File: src/ttc_pkg.sv
// Package for the tilt-to-cursor-and-tone block: payload types, sequencer
// states, the step-control struct and the fixed field widths.
// No dependencies.
package ttc_pkg;

  // Offset magnitudes: |accel - ref| is at most 65535.
  localparam int MAG_W  = 16;
  // Squares of a magnitude; their sum takes the wider radicand below.
  localparam int SQ_W   = 2 * MAG_W;
  // Root of the sum of squares, and its radicand padded to whole bit pairs.
  localparam int ROOT_W = MAG_W + 1;
  localparam int RAD_W  = 2 * ROOT_W;
  // Shift-and-add multiply steps, one multiplier bit per cycle.
  localparam int MUL_STEPS = MAG_W;

  typedef struct packed {
    logic signed [15:0] accel_x;
    logic signed [15:0] accel_y;
  } ttc_in_t;

  typedef struct packed {
    logic [6:0]  horiz_pos;
    logic [6:0]  vert_pos;
    logic [12:0] tone_period;
  } ttc_out_t;

  typedef enum logic [2:0] {
    ST_IDLE,
    ST_MUL,
    ST_LOAD,
    ST_DIV,
    ST_DONE
  } ttc_state_t;

  // Control of a serial unit: load takes new operands, step advances one digit.
  typedef struct packed {
    logic load;
    logic step;
  } ttc_step_ctl_t;

endpackage

File: src/tilt_to_cursor_and_tone_core.sv
// Tilt to cursor and tone. The first request after reset is kept as the level
// reference and gives no result; every later request gives one result with a
// cursor position and a tone period. Each request with a result passes from
// acceptance through shift-and-add multiplication, a load step and the two
// constant dividers at one quotient bit per cycle (the square root runs
// alongside them) to the write of the result, which waits until the output
// register can take it. The reference request is taken while idle and starts
// no sequence. The block takes a new request while a finished result still
// waits in the output register.
module tilt_to_cursor_and_tone_core #(
  parameter int SCREEN_WIDTH  = 128,
  parameter int SCREEN_HEIGHT = 128,
  parameter int MARGIN_RADIUS = 20,
  parameter int FULL_SCALE    = 8000
) (
  input  logic              clk,
  input  logic              rst,
  input  logic              sample_valid,
  output logic              sample_ready,
  input  ttc_pkg::ttc_in_t  sample,
  output logic              result_valid,
  input  logic              result_ready,
  output ttc_pkg::ttc_out_t result
);
  import ttc_pkg::*;

  // Width of the screen sizes, and of the scaled offsets |d| * size that the
  // dividers take apart one bit per cycle.
  localparam int SIZE_MAX = (SCREEN_WIDTH > SCREEN_HEIGHT) ? SCREEN_WIDTH : SCREEN_HEIGHT;
  localparam int SZ_W     = $clog2(SIZE_MAX + 1);
  localparam int DVD_W    = MAG_W + SZ_W;
  localparam int POS_W    = DVD_W + 2;
  localparam int CNT_W    = $clog2(DVD_W);

  localparam logic [CNT_W-1:0] MUL_LAST = CNT_W'(MUL_STEPS - 1);
  localparam logic [CNT_W-1:0] DIV_LAST = CNT_W'(DVD_W - 1);
  localparam logic [CNT_W-1:0] SQRT_N   = CNT_W'(ROOT_W);

  localparam logic signed [POS_W-1:0] HALF_W = POS_W'(SCREEN_WIDTH / 2);
  localparam logic signed [POS_W-1:0] HALF_H = POS_W'(SCREEN_HEIGHT / 2);
  localparam logic signed [POS_W-1:0] HI_W   = POS_W'(SCREEN_WIDTH - MARGIN_RADIUS);
  localparam logic signed [POS_W-1:0] HI_H   = POS_W'(SCREEN_HEIGHT - MARGIN_RADIUS);
  localparam logic signed [POS_W-1:0] LO_POS = POS_W'(MARGIN_RADIUS);
  localparam logic [ROOT_W:0]         FS_C   = (ROOT_W + 1)'(FULL_SCALE);

  // Sequencer.
  ttc_state_t       state;
  ttc_state_t       state_next;
  logic [CNT_W-1:0] cnt;
  logic [CNT_W-1:0] cnt_next;

  // Level reference.
  logic                    ref_captured;
  logic signed [15:0]      level_ref_x;
  logic signed [15:0]      level_ref_y;

  // Offsets as sign and magnitude; X drives the vertical position.
  logic                    neg_x;
  logic                    neg_y;
  logic signed [MAG_W:0]   dx;
  logic signed [MAG_W:0]   dy;
  logic [MAG_W:0]          abs_x;
  logic [MAG_W:0]          abs_y;

  // Shift-and-add multipliers: the multiplier bits shift out at the bottom
  // while the multiplicands shift up, one bit of weight per cycle.
  logic [MAG_W-1:0]        mul_x;
  logic [MAG_W-1:0]        mul_y;
  logic [SQ_W-1:0]         sh_x;
  logic [SQ_W-1:0]         sh_y;
  logic [DVD_W-1:0]        sh_w;
  logic [DVD_W-1:0]        sh_h;
  logic [SQ_W-1:0]         sq_x;
  logic [SQ_W-1:0]         sq_y;
  logic [DVD_W-1:0]        scl_x;
  logic [DVD_W-1:0]        scl_y;

  // Serial units.
  ttc_step_ctl_t           div_ctl;
  ttc_step_ctl_t           sqrt_ctl;
  logic [DVD_W-1:0]        quot_x;
  logic [DVD_W-1:0]        quot_y;
  logic [RAD_W-1:0]        radicand;
  logic [ROOT_W:0]         mag;

  // Final positions and tone.
  logic signed [POS_W-1:0] q_x;
  logic signed [POS_W-1:0] q_y;
  logic signed [POS_W-1:0] h_raw;
  logic signed [POS_W-1:0] v_raw;
  logic signed [POS_W-1:0] h_pos;
  logic signed [POS_W-1:0] v_pos;
  logic [ROOT_W:0]         period_diff;
  ttc_out_t                res_calc;
  logic                    res_write;

  assign sample_ready = (state == ST_IDLE);

  assign dx    = (MAG_W + 1)'(sample.accel_x) - (MAG_W + 1)'(level_ref_x);
  assign dy    = (MAG_W + 1)'(sample.accel_y) - (MAG_W + 1)'(level_ref_y);
  assign abs_x = dx[MAG_W] ? -dx : dx;
  assign abs_y = dy[MAG_W] ? -dy : dy;

  // Sequencer: next state, step counter and unit control.
  always_comb begin
    state_next    = state;
    cnt_next      = cnt;
    div_ctl       = '0;
    sqrt_ctl      = '0;
    res_write     = 1'b0;
    case (state)
      ST_IDLE: begin
        if (sample_valid && ref_captured) begin
          state_next = ST_MUL;
          cnt_next   = '0;
        end
      end
      ST_MUL: begin
        cnt_next = cnt + 1'b1;
        if (cnt == MUL_LAST) begin
          state_next = ST_LOAD;
        end
      end
      ST_LOAD: begin
        div_ctl.load  = 1'b1;
        sqrt_ctl.load = 1'b1;
        state_next    = ST_DIV;
        cnt_next      = '0;
      end
      ST_DIV: begin
        div_ctl.step  = 1'b1;
        sqrt_ctl.step = (cnt < SQRT_N);
        cnt_next      = cnt + 1'b1;
        if (cnt == DIV_LAST) begin
          state_next = ST_DONE;
        end
      end
      ST_DONE: begin
        // Wait until the output register is free or being emptied.
        if (!result_valid || result_ready) begin
          res_write  = 1'b1;
          state_next = ST_IDLE;
        end
      end
      default: begin
        state_next = ST_IDLE;
      end
    endcase
  end

  always_ff @(posedge clk) begin
    if (rst) begin
      state        <= ST_IDLE;
      cnt          <= '0;
      ref_captured <= 1'b0;
    end else begin
      state <= state_next;
      cnt   <= cnt_next;
      if (state == ST_IDLE && sample_valid && !ref_captured) begin
        ref_captured <= 1'b1;
      end
    end
  end

  // Reference capture and the multiply datapath.
  always_ff @(posedge clk) begin
    if (state == ST_IDLE && sample_valid) begin
      if (!ref_captured) begin
        level_ref_x <= sample.accel_x;
        level_ref_y <= sample.accel_y;
      end else begin
        neg_x <= dx[MAG_W];
        neg_y <= dy[MAG_W];
        mul_x <= abs_x[MAG_W-1:0];
        mul_y <= abs_y[MAG_W-1:0];
        sh_x  <= SQ_W'(abs_x[MAG_W-1:0]);
        sh_y  <= SQ_W'(abs_y[MAG_W-1:0]);
        sh_w  <= DVD_W'(SCREEN_WIDTH);
        sh_h  <= DVD_W'(SCREEN_HEIGHT);
        sq_x  <= '0;
        sq_y  <= '0;
        scl_x <= '0;
        scl_y <= '0;
      end
    end else if (state == ST_MUL) begin
      mul_x <= mul_x >> 1;
      mul_y <= mul_y >> 1;
      sh_x  <= sh_x << 1;
      sh_y  <= sh_y << 1;
      sh_w  <= sh_w << 1;
      sh_h  <= sh_h << 1;
      if (mul_x[0]) begin
        sq_x  <= sq_x + sh_x;
        scl_x <= scl_x + sh_w;
      end
      if (mul_y[0]) begin
        sq_y  <= sq_y + sh_y;
        scl_y <= scl_y + sh_h;
      end
    end
  end

  assign radicand = RAD_W'(sq_x) + RAD_W'(sq_y);

  ttc_serial_div #(
    .DVD_W   (DVD_W),
    .DIVISOR (FULL_SCALE)
  ) u_div_x (
    .clk      (clk),
    .ctl      (div_ctl),
    .dividend (scl_x),
    .quotient (quot_x)
  );

  ttc_serial_div #(
    .DVD_W   (DVD_W),
    .DIVISOR (FULL_SCALE)
  ) u_div_y (
    .clk      (clk),
    .ctl      (div_ctl),
    .dividend (scl_y),
    .quotient (quot_y)
  );

  ttc_serial_sqrt u_sqrt (
    .clk       (clk),
    .ctl       (sqrt_ctl),
    .radicand  (radicand),
    .root_ceil (mag)
  );

  // The quotients are magnitudes, so applying the sign afterwards gives
  // division that truncates toward zero. Tilt in Y moves the cursor with the
  // offset, tilt in X against it. The upper bound is applied before the lower.
  always_comb begin
    q_x   = $signed({2'b00, quot_x});
    q_y   = $signed({2'b00, quot_y});
    h_raw = neg_y ? (HALF_H - q_y) : (HALF_H + q_y);
    v_raw = neg_x ? (HALF_W + q_x) : (HALF_W - q_x);
    h_pos = (h_raw > HI_H) ? HI_H : h_raw;
    h_pos = (h_pos < LO_POS) ? LO_POS : h_pos;
    v_pos = (v_raw > HI_W) ? HI_W : v_raw;
    v_pos = (v_pos < LO_POS) ? LO_POS : v_pos;
    period_diff = FS_C - mag;
    res_calc.horiz_pos   = h_pos[6:0];
    res_calc.vert_pos    = v_pos[6:0];
    res_calc.tone_period = (mag >= FS_C) ? 13'd0 : period_diff[12:0];
  end

  // Output register: parts the result side from the request side.
  always_ff @(posedge clk) begin
    if (rst) begin
      result_valid <= 1'b0;
    end else if (res_write) begin
      result_valid <= 1'b1;
    end else if (result_ready) begin
      result_valid <= 1'b0;
    end
  end

  always_ff @(posedge clk) begin
    if (res_write) begin
      result <= res_calc;
    end
  end

  // No result can exist before a level reference has been taken.
  a_result_needs_ref: assert property (@(posedge clk) disable iff (rst)
    result_valid |-> ref_captured)
    else $error("result present without a level reference");

  // A new result is only ever written out of the final sequencer step.
  a_result_from_done: assert property (@(posedge clk) disable iff (rst)
    $rose(result_valid) |-> $past(state) == ST_DONE)
    else $error("result appeared outside the write step");

  // The reference request produces no work for the sequencer.
  a_ref_no_work: assert property (@(posedge clk) disable iff (rst)
    (sample_valid && sample_ready && !ref_captured) |=> (ref_captured && state == ST_IDLE))
    else $error("reference request did not return to idle");

  // The serial units always start their digit steps from a fresh load.
  a_load_then_div: assert property (@(posedge clk) disable iff (rst)
    (state == ST_LOAD) |=> (state == ST_DIV && cnt == '0))
    else $error("divide phase did not start at step zero");

endmodule

File: src/ttc_serial_div.sv
// Bit-serial restoring divider by a constant divisor, one quotient bit per step.
// Depends on ttc_pkg for the step-control struct.
module ttc_serial_div #(
  parameter int DVD_W   = 24,
  parameter int DIVISOR = 8000
) (
  input  logic                   clk,
  input  ttc_pkg::ttc_step_ctl_t ctl,
  input  logic [DVD_W-1:0]       dividend,
  output logic [DVD_W-1:0]       quotient
);
  import ttc_pkg::*;

  localparam int REM_W = $clog2(DIVISOR + 1);
  localparam logic [REM_W:0] DIV_C = (REM_W + 1)'(DIVISOR);

  logic [REM_W-1:0] rem;
  logic [DVD_W-1:0] dvd;
  logic [REM_W:0]   trial;
  logic [REM_W:0]   diff;
  logic             ge;

  // The dividend shifts out at the top while quotient bits shift in below,
  // so after DVD_W steps the register holds the quotient.
  assign trial = {rem, dvd[DVD_W-1]};
  assign ge    = (trial >= DIV_C);
  assign diff  = trial - DIV_C;

  always_ff @(posedge clk) begin
    if (ctl.load) begin
      rem <= '0;
      dvd <= dividend;
    end else if (ctl.step) begin
      rem <= ge ? diff[REM_W-1:0] : trial[REM_W-1:0];
      dvd <= {dvd[DVD_W-2:0], ge};
    end
  end

  assign quotient = dvd;

endmodule

File: src/ttc_serial_sqrt.sv
// Digit-serial integer square root, one bit pair of the radicand per step,
// giving the root rounded up. Depends on ttc_pkg for widths and control.
module ttc_serial_sqrt (
  input  logic                       clk,
  input  ttc_pkg::ttc_step_ctl_t     ctl,
  input  logic [ttc_pkg::RAD_W-1:0]  radicand,
  output logic [ttc_pkg::ROOT_W:0]   root_ceil
);
  import ttc_pkg::*;

  localparam int REM_W = ROOT_W + 1;
  localparam int WRK_W = REM_W + 2;

  logic [RAD_W-1:0]  rad;
  logic [ROOT_W-1:0] root;
  logic [REM_W-1:0]  rem;
  logic [WRK_W-1:0]  shifted;
  logic [WRK_W-1:0]  trial;
  logic [WRK_W-1:0]  diff;
  logic              ge;

  // Bring down the next bit pair and try the next root bit. The partial
  // remainder never exceeds twice the partial root, so REM_W bits hold it.
  assign shifted = {rem, rad[RAD_W-1:RAD_W-2]};
  assign trial   = {1'b0, root, 2'b01};
  assign ge      = (shifted >= trial);
  assign diff    = shifted - trial;

  always_ff @(posedge clk) begin
    if (ctl.load) begin
      rad  <= radicand;
      root <= '0;
      rem  <= '0;
    end else if (ctl.step) begin
      rad  <= {rad[RAD_W-3:0], 2'b00};
      root <= {root[ROOT_W-2:0], ge};
      rem  <= ge ? diff[REM_W-1:0] : shifted[REM_W-1:0];
    end
  end

  // A nonzero remainder means the radicand was not a perfect square.
  assign root_ceil = {1'b0, root} + (ROOT_W + 1)'(rem != '0);

endmodule

File: config.mk
export PLATFORM = sky130hd
export DESIGN_NAME = tilt_to_cursor_and_tone_core
export DESIGN_NICKNAME = d
export VERILOG_FILES = /design/src/ttc_pkg.sv /design/src/tilt_to_cursor_and_tone_core.sv /design/src/ttc_serial_div.sv /design/src/ttc_serial_sqrt.sv
export SDC_FILE = /design/constraint.sdc
export NUM_CORES = 1
export LEC_CHECK = 0
export BUFFER_PORTS_ARGS = -buffer_cell sky130_fd_sc_hd__clkbuf_2
export CELL_PAD_IN_SITES_DETAIL_PLACEMENT = 2
export CELL_PAD_IN_SITES_GLOBAL_PLACEMENT = 2
export CORE_MARGIN = 3
export CORE_UTILIZATION = 39
export CTS_BUF_LIST = sky130_fd_sc_hd__clkbuf_8
export CTS_CLUSTER_DIAMETER = 150
export DETAILED_ROUTE_END_ITERATION = 10
export PLACE_DENSITY_LB_ADDON = 0.3
export SETUP_SLACK_MARGIN = 0.15
export SYNTH_ARGS = -nofsm -noshare
export SYNTH_HDL_FRONTEND = slang
export SYNTH_SLANG_ARGS = --single-unit
export TNS_END_PERCENT = 10
File: constraint.sdc
create_clock -name clk -period 3.8 [get_ports clk]
set_input_delay 0.76 -clock clk [delete_from_list [all_inputs] [get_ports clk]]
set_output_delay 0.76 -clock clk [all_outputs]
set_load 0.02 [all_outputs]
==> out/qor.yml, run 1 <==
floorplan:
  die_w_um: 269.3
  num_rows: 95
  io_pins: 65
  die_h_um: 269.3
  core_area_sq_mm: 0.06787
  die-area_sq_mm: 0.07250
  start_util_pct: 39.82
power:
  finalPower_uw: 14300
  p_seq_share_pct: 40.8
  p_sw_uw: 4771
  power_frac_clock_pct: 30.6
  p_leak_uw: 0.01234
  internal_power_uw: 9533
  power_density_mw_per_mm2: 467.5
  swShare_pct: 33.36
  comb_power_share_pct: 28.6
  vdd_drop_max_uv: 356.2
critical_path:
  crit_cells: 10
  crit_start: "sq_y[6]"
  regToRegStartpoint: "sq_y[6]"
  critPathKind: "reg2reg"
  start_kind: "flop"
  cpMostUsedCell: "o31ai_1"
  crit_end: "u_sqrt.rad[31]"
  r2r-end: "u_sqrt.rad[31]"
  crit_family: "compound AO/OA/AOI/OAI gates"
  critPathMaxFanout: 3
  crit_path_top_delay_cell: "edfxtp_1"
  crit_chain: "ha_1 > or3_1 > nor2_1 > o22ai_1 > a31oi_1 > o31ai_1 > a2111o_1 > a311oi_1 > o31ai_1 > mux2_2"
  max_stage_delay_ps: 470
  required_ps: 4210
  cp-end-kind: "flop"
  cp.arrival_ps: 3970
  path_buf_inv: 0
  rr_worst_depth: 10
  rrSetupSlack_ps: 240
detailed_routing:
  num_vias: 21960
  drt-initial-drc-count: 993
  wl_per_cell_um: 20.21
  drt_wl_total_mm: 79.73
  ant_nets: 0
  drc: 0
  via_per_inst: 5.566
  drtPass1Iterations: 5
logic_synthesis:
  synth_compound_area_share_pct: 16.71
  yosysTopAreaCellShare_pct: 39.33
  synth_xor_area_share_pct: 7.180
  ys_types: 84
  synth_edf_count: 354
  synthArstFlopShare_pct: 0
  ys_ff_latch: 425
  synth_top_family_by_area: "simple AND/OR/NAND/NOR gates"
  synthAdderAreaFrac_pct: 9.628
  avgSynthCellArea_sq_um: 9.599
  synth_ff_type: "edfxtp_1"
  synth-simple-area-share_pct: 17.52
  synth_area_sq_mm: 0.02703
  synth.yosys.seq_area_share_pct: 44.59
  synthCells: 2816
  yosys.area.top_type: "edfxtp_1"
  synth_area_leaders: "edfxtp_1 (39%), ha_1 (9.1%), dfxtp_1 (5.3%)"
  synthMuxAreaShare_pct: 0.9443
  yosys_warnings: 0
  synth_nets: 3055
status:
  status: "complete, no violations"
grt:
  overflow: 0
  antenna_found_initial: 1
  grt_pass1_wl_mm: 130.7
  track_usage_pct: 21.65
  grt_max_degree: 106
  grt_pass1_vias: 24410
layout:
  finish.net_count: 3200
  syn2layout_area_growth_pct: 13.19
  mostFrequentLayoutCells: "edfxtp_1 (354), nand2_1 (278), nor2_1 (270)"
  drive_gt1_share_pct: 10.65
  final_common_cell: "edfxtp_1"
clock_tree:
  cts_made_buffers: 83
  htree_levels: 3
  cts_root_buf: "clkbuf_8"
  clockBufferDepth: 3
  clock_latency_ps: 670
  cts_tree: "yes"
  path_clk_slew_ps: 60
  cts.sinks: 425
  ctsHoldBuffers: 0
place:
  dp_slack_ps: -493.2
  gp_congestion: 0.8324
  port_buffers: 64
  dp_hpwl_mm: 58.88
sta:
  max_slew.worst_pin.slew_ps: 1146
  setup_viol: 0
  fmax_ghz: 0.2812
  finClkSkew_ps: 37.50
  relSlewSlack_pct: 23.62
  setup_ws_ps: 244.4
  finalHoldViolCount: 0
  drv_slew: 0
  min_period_ps: 3556
  fin_crit_sh_pct: 93.57
  rsz0062_at_grt: "yes"
min_path:
  min_path_type: "in2reg"
run:
  max-cap-violations: 0
[state kept, by name, summed over array words and instances (netlist names), 3 cells and up]
signal,count
scl_x,17
level_ref_y,16
mul_x,16
sh_x,32
result,27
sq_y,32
sq_x,32
sh_w,16
u_div_x.quotient,24
u_div_y.rem,13
sh_y,32
u_div_x.rem,13
mul_y,16
u_sqrt.rem,18
state,3
u_sqrt.root,17
scl_y,17
u_div_y.quotient,24
level_ref_x,16
cnt,5
u_sqrt.rad,34
[worst reg2reg max path, stage by stage (launching register included)]
cell and delay [ps]:
edfxtp_1 470, ha_1 260, or3_1 430, nor2_1 200
o22ai_1 170, a31oi_1 380, o31ai_1 180, a2111o_1 400
a311oi_1 380, o31ai_1 140, mux2_2 280
[routing by layer]
layer  GRT usage, %  wire, um  vias up
li1               -         -    10540
met1          25.91     34130    11040
met2          39.76     41130      237
met3          3.138      1962      157
met4          7.137      2512        0
met5              0         0        -
[area by class of cell]
class                   instances  area, sq um
diodes                          1        2.502
clock buffers                  85         1170
clock inverters                63        345.3
fillers                      7317        37280
inverters                     146        550.5
multi-input cells            2147        14210
flip-flops and latches        425        12050
well taps                     921         1152
repair buffers                158         1117
[kinds of logic (layout without fill, tap and decap cells)]
family	after synthesis	count (layout)
buffers and inverters	244	452
and+or+nand+nor	988	988
AOI/OAI and AO/OA	710	710
adders and majority gates	204	204
xor gates and xnor gates	220	220
other	0	1
muxes	25	25
DFF	425	425
[cells in the mapped netlist (7+ instances only)]
cell type and count:
edfxtp_1 354, nand2_1 280, nor2_1 273, ha_1 196, o21ai_0 191, a21oi_1 166
inv_1 144, xnor2_1 122, xor2_1 97, nand3_1 92, clkbuf_1 87, and2_1 74
dfxtp_1 71, a21o_1 68, nor3_1 64, o21a_1 50, a31oi_1 36, and3_1 33
nor2b_1 30, nand2b_1 23, o31ai_1 22, mux2i_1 21, nand4_1 21, or3_1 21
a211oi_1 18, nor4_1 17, or2_2 14, a211o_1 13, o211ai_1 13, o21ai_1 13
a22o_1 12, nor3b_1 11, o21bai_1 10, o41ai_1 10, a311oi_1 9, and4_1 9
a21boi_0 8, a22oi_1 7, a41oi_1 7, fa_1 7, o22ai_1 7
[through the flow]
step	utilization (%)	std cells	area, sq um	hold WS, ps	TNS [ps]
2_1_floorplan	-	2816	27030	435.3	0
3_3_place_gp	42.65	3796	28950	441.8	-1373
3_5_place_dp	42.65	3796	28950	481.8	-13140
4_1_cts	44.89	3944	30460	210.8	0
5_1_grt	45.08	3946	30600	238.1	0
6_report	45.08	3946	30600	288.2	0
[power by group through the flow]
stage	clock, uW	combinational [uW]	sequential (uW)
final	4380	4090	5840
after global routing	4730	4600	5870
after CTS	4540	4070	5840
after detailed placement	0	4020	5930
after global placement	0	3700	5910
after floorplan	0	2910	5780
[what timing repair did]
item | CTS | global route
pin swaps | 0 | 3
buffers inserted | 0 | 1
setup endpoints to repair | 17 | 79
gates resized for setup | 1 | 25
endpoints found under the hold margin | 0 | 0
[worst min-delay path by stage]
stage / cells past startpoint / end / startpoint / slack [ps]
after floorplan: 2 / u_div_x.rem[12] / u_div_x.rem[12] / 440
after global placement: 2 / u_div_y.rem[12] / u_div_y.rem[12] / 440
after detailed placement: 2 / u_div_y.rem[5] / u_div_y.rem[4] / 480
after CTS: 1 / level_ref_y[11] / sample[11] / 210
after global routing: 1 / level_ref_y[3] / sample[3] / 240
final: 1 / level_ref_y[11] / sample[11] / 290
Note: power is estimated with default switching activity, not from simulation.
==> run 2: changes to the inputs <==
Settings changed: CORE_UTILIZATION 39 to 43.
Clock period 3.8 ns to 3.6 ns, I/O delays scaled along.
==> out/qor.yml, run 2 (same netlist as run 1, synthesis figures left out) <==
floorplan:
  die_w_um: 256.7
  io_pins: 65
  core_area_sq_mm: 0.06194
  start_util_pct: 43.64
  die_h_um: 256.7
  num_rows: 91
  die-area_sq_mm: 0.06591
layout:
  largest_reg_flops: 34
  syn2layout_area_growth_pct: 16.24
  top_register: "u_sqrt.rad"
  n_fill_cell: 6440
  mostFrequentLayoutCells: "edfxtp_1 (354), nand2_1 (277), nor2_1 (263)"
  seq_area_sq_mm: 0.01205
  drive_gt1_share_pct: 15.28
  final_cell_area_sq_mm: 0.03142
  finish.net_count: 3253
  multi_input_area_sq_mm: 0.01485
  final_common_cell: "edfxtp_1"
grt:
  grt_pass1_vias: 26420
  overflow: 0
  antenna_found_initial: 1
  grt_pass1_wl_mm: 152.3
  track_usage_pct: 28.83
  grt_max_degree: 105
sta:
  min_period_ps: 3712
  fmax_ghz: 0.2694
  finClkSkew_ps: 49.93
  max_slew.worst_pin.slew_ps: 1212
  rsz0062_at_grt: "yes"
  timing.hold.ws_ps: 231.5
  setup_viol: 6
  fin_crit_sh_pct: 103.1
  drv_slew: 0
  finalHoldViolCount: 0
  fin_setup_tns_ps: -308.6
  relSlewSlack_pct: 19.18
  setup_ws_ps: -111.8
power:
  finalPower_uw: 16100
  p_leak_uw: 0.01266
  power_density_mw_per_mm2: 512.5
  vdd_drop_max_uv: 298.8
clock_tree:
  htree_levels: 3
  clock_latency_ps: 680
  cts_root_buf: "clkbuf_8"
  cts_made_buffers: 81
  clockBufferDepth: 3
  cts_tree: "yes"
  ctsHoldBuffers: 0
  cts.sinks: 425
  path_clk_slew_ps: 80
detailed_routing:
  wl_per_cell_um: 27.57
  drt-initial-drc-count: 1678
  drc: 0
  via_per_inst: 6.169
  num_vias: 24140
  drtPass1Iterations: 7
  drt_wl_total_mm: 107.9
  ant_nets: 0
run:
  max-cap-violations: 0
critical_path:
  critPathMaxFanout: 2
  cp.arrival_ps: 4110
  cp-end-kind: "flop"
  critPathKind: "reg2reg"
  start_kind: "flop"
  required_ps: 3990
  rr_worst_depth: 15
min_path:
  min_path_type: "in2reg"
  holdPathStages: 1
status:
  violations: "negative setup slack"
  status: "finished with violations"
place:
  gp_congestion: 0.8645
  dp_hpwl_mm: 61.72
  place_area_sq_mm: 0.02911
  port_buffers: 64
  dp_slack_ps: -517.1
==> run 2: cell types whose count changed in the layout (fill, tap and decap cells not counted), sizes merged <==
cell and delta:
clkbuf -1, buf +53, clkinvlp -1, inv -7, clkinv +9, and2 +1
bufinv -3
==> run 2: final timing paths <==
kind	from	endpoint	slack (ps)
setup reg to reg	level_ref_y[0]	mul_y[13]	-110
hold reg to reg	u_div_y.rem[12]	u_div_y.rem[12]	470
hold / removal	sample[29]	level_ref_x[13]	230
setup / recovery	level_ref_y[0]	mul_y[13]	-110
==> run 2: cell type report <==
| class | instances | area share, % |
|---|---|---|
| inverters | 146 | 1.752 |
| clock inverters | 60 | 0.7766 |
| repair buffers | 211 | 4.819 |
| diodes | 1 | 0.007965 |
| well taps | 837 | 3.333 |
| repair inverters | 1 | 0.01593 |
| multi-input cells | 2148 | 47.25 |
| flip-flops and latches | 425 | 38.36 |
| clock buffers | 84 | 3.680 |
==> run 2: metal layers <==
metal	part of all wire (%)	wire, um	global-route usage (%)	up-vias
met4	5.5	5982	13.23	0
li1	-	-	-	10630
met2	52	55590	53.02	857
met1	39	41610	33.05	12290
met5	0	0	0	-
met3	4.3	4677	4.020	363
==> run 2: timing repair <==
action,CTS,global route
pin swaps,12,48
gates cloned,1,2
setup buffers,4,12
resized for setup,47,129
setup endpoints to repair,79,137
==> run 2: report_power, final <==
part           switching [uW]  internal [uW]
Sequential                360           5850
Combinational            3250           2040
Clock                    2450           2160
==> run 2: through the flow <==
step | utilization, % | cells
global placement | 47.00 | 3749
detailed placement | 47.00 | 3749
finish | 50.73 | 3913
CTS | 49.60 | 3898
floorplan | - | 2816
global route | 50.73 | 3913
==> run 2: worst max-delay path, stage by stage, from the launching register on <==
cell	delay [ps]
edfxtp_1	360
ha_2	210
inv_2	50
fa_2	350
a21o_1	230
a221o_1	410
nand4_1	150
nand4b_1	220
a2111oi_2	300
buf_4	180
nand4_1	160
nor3_4	250
buf_4	160
nor2_1	50
xor2_1	220
a21oi_1	110
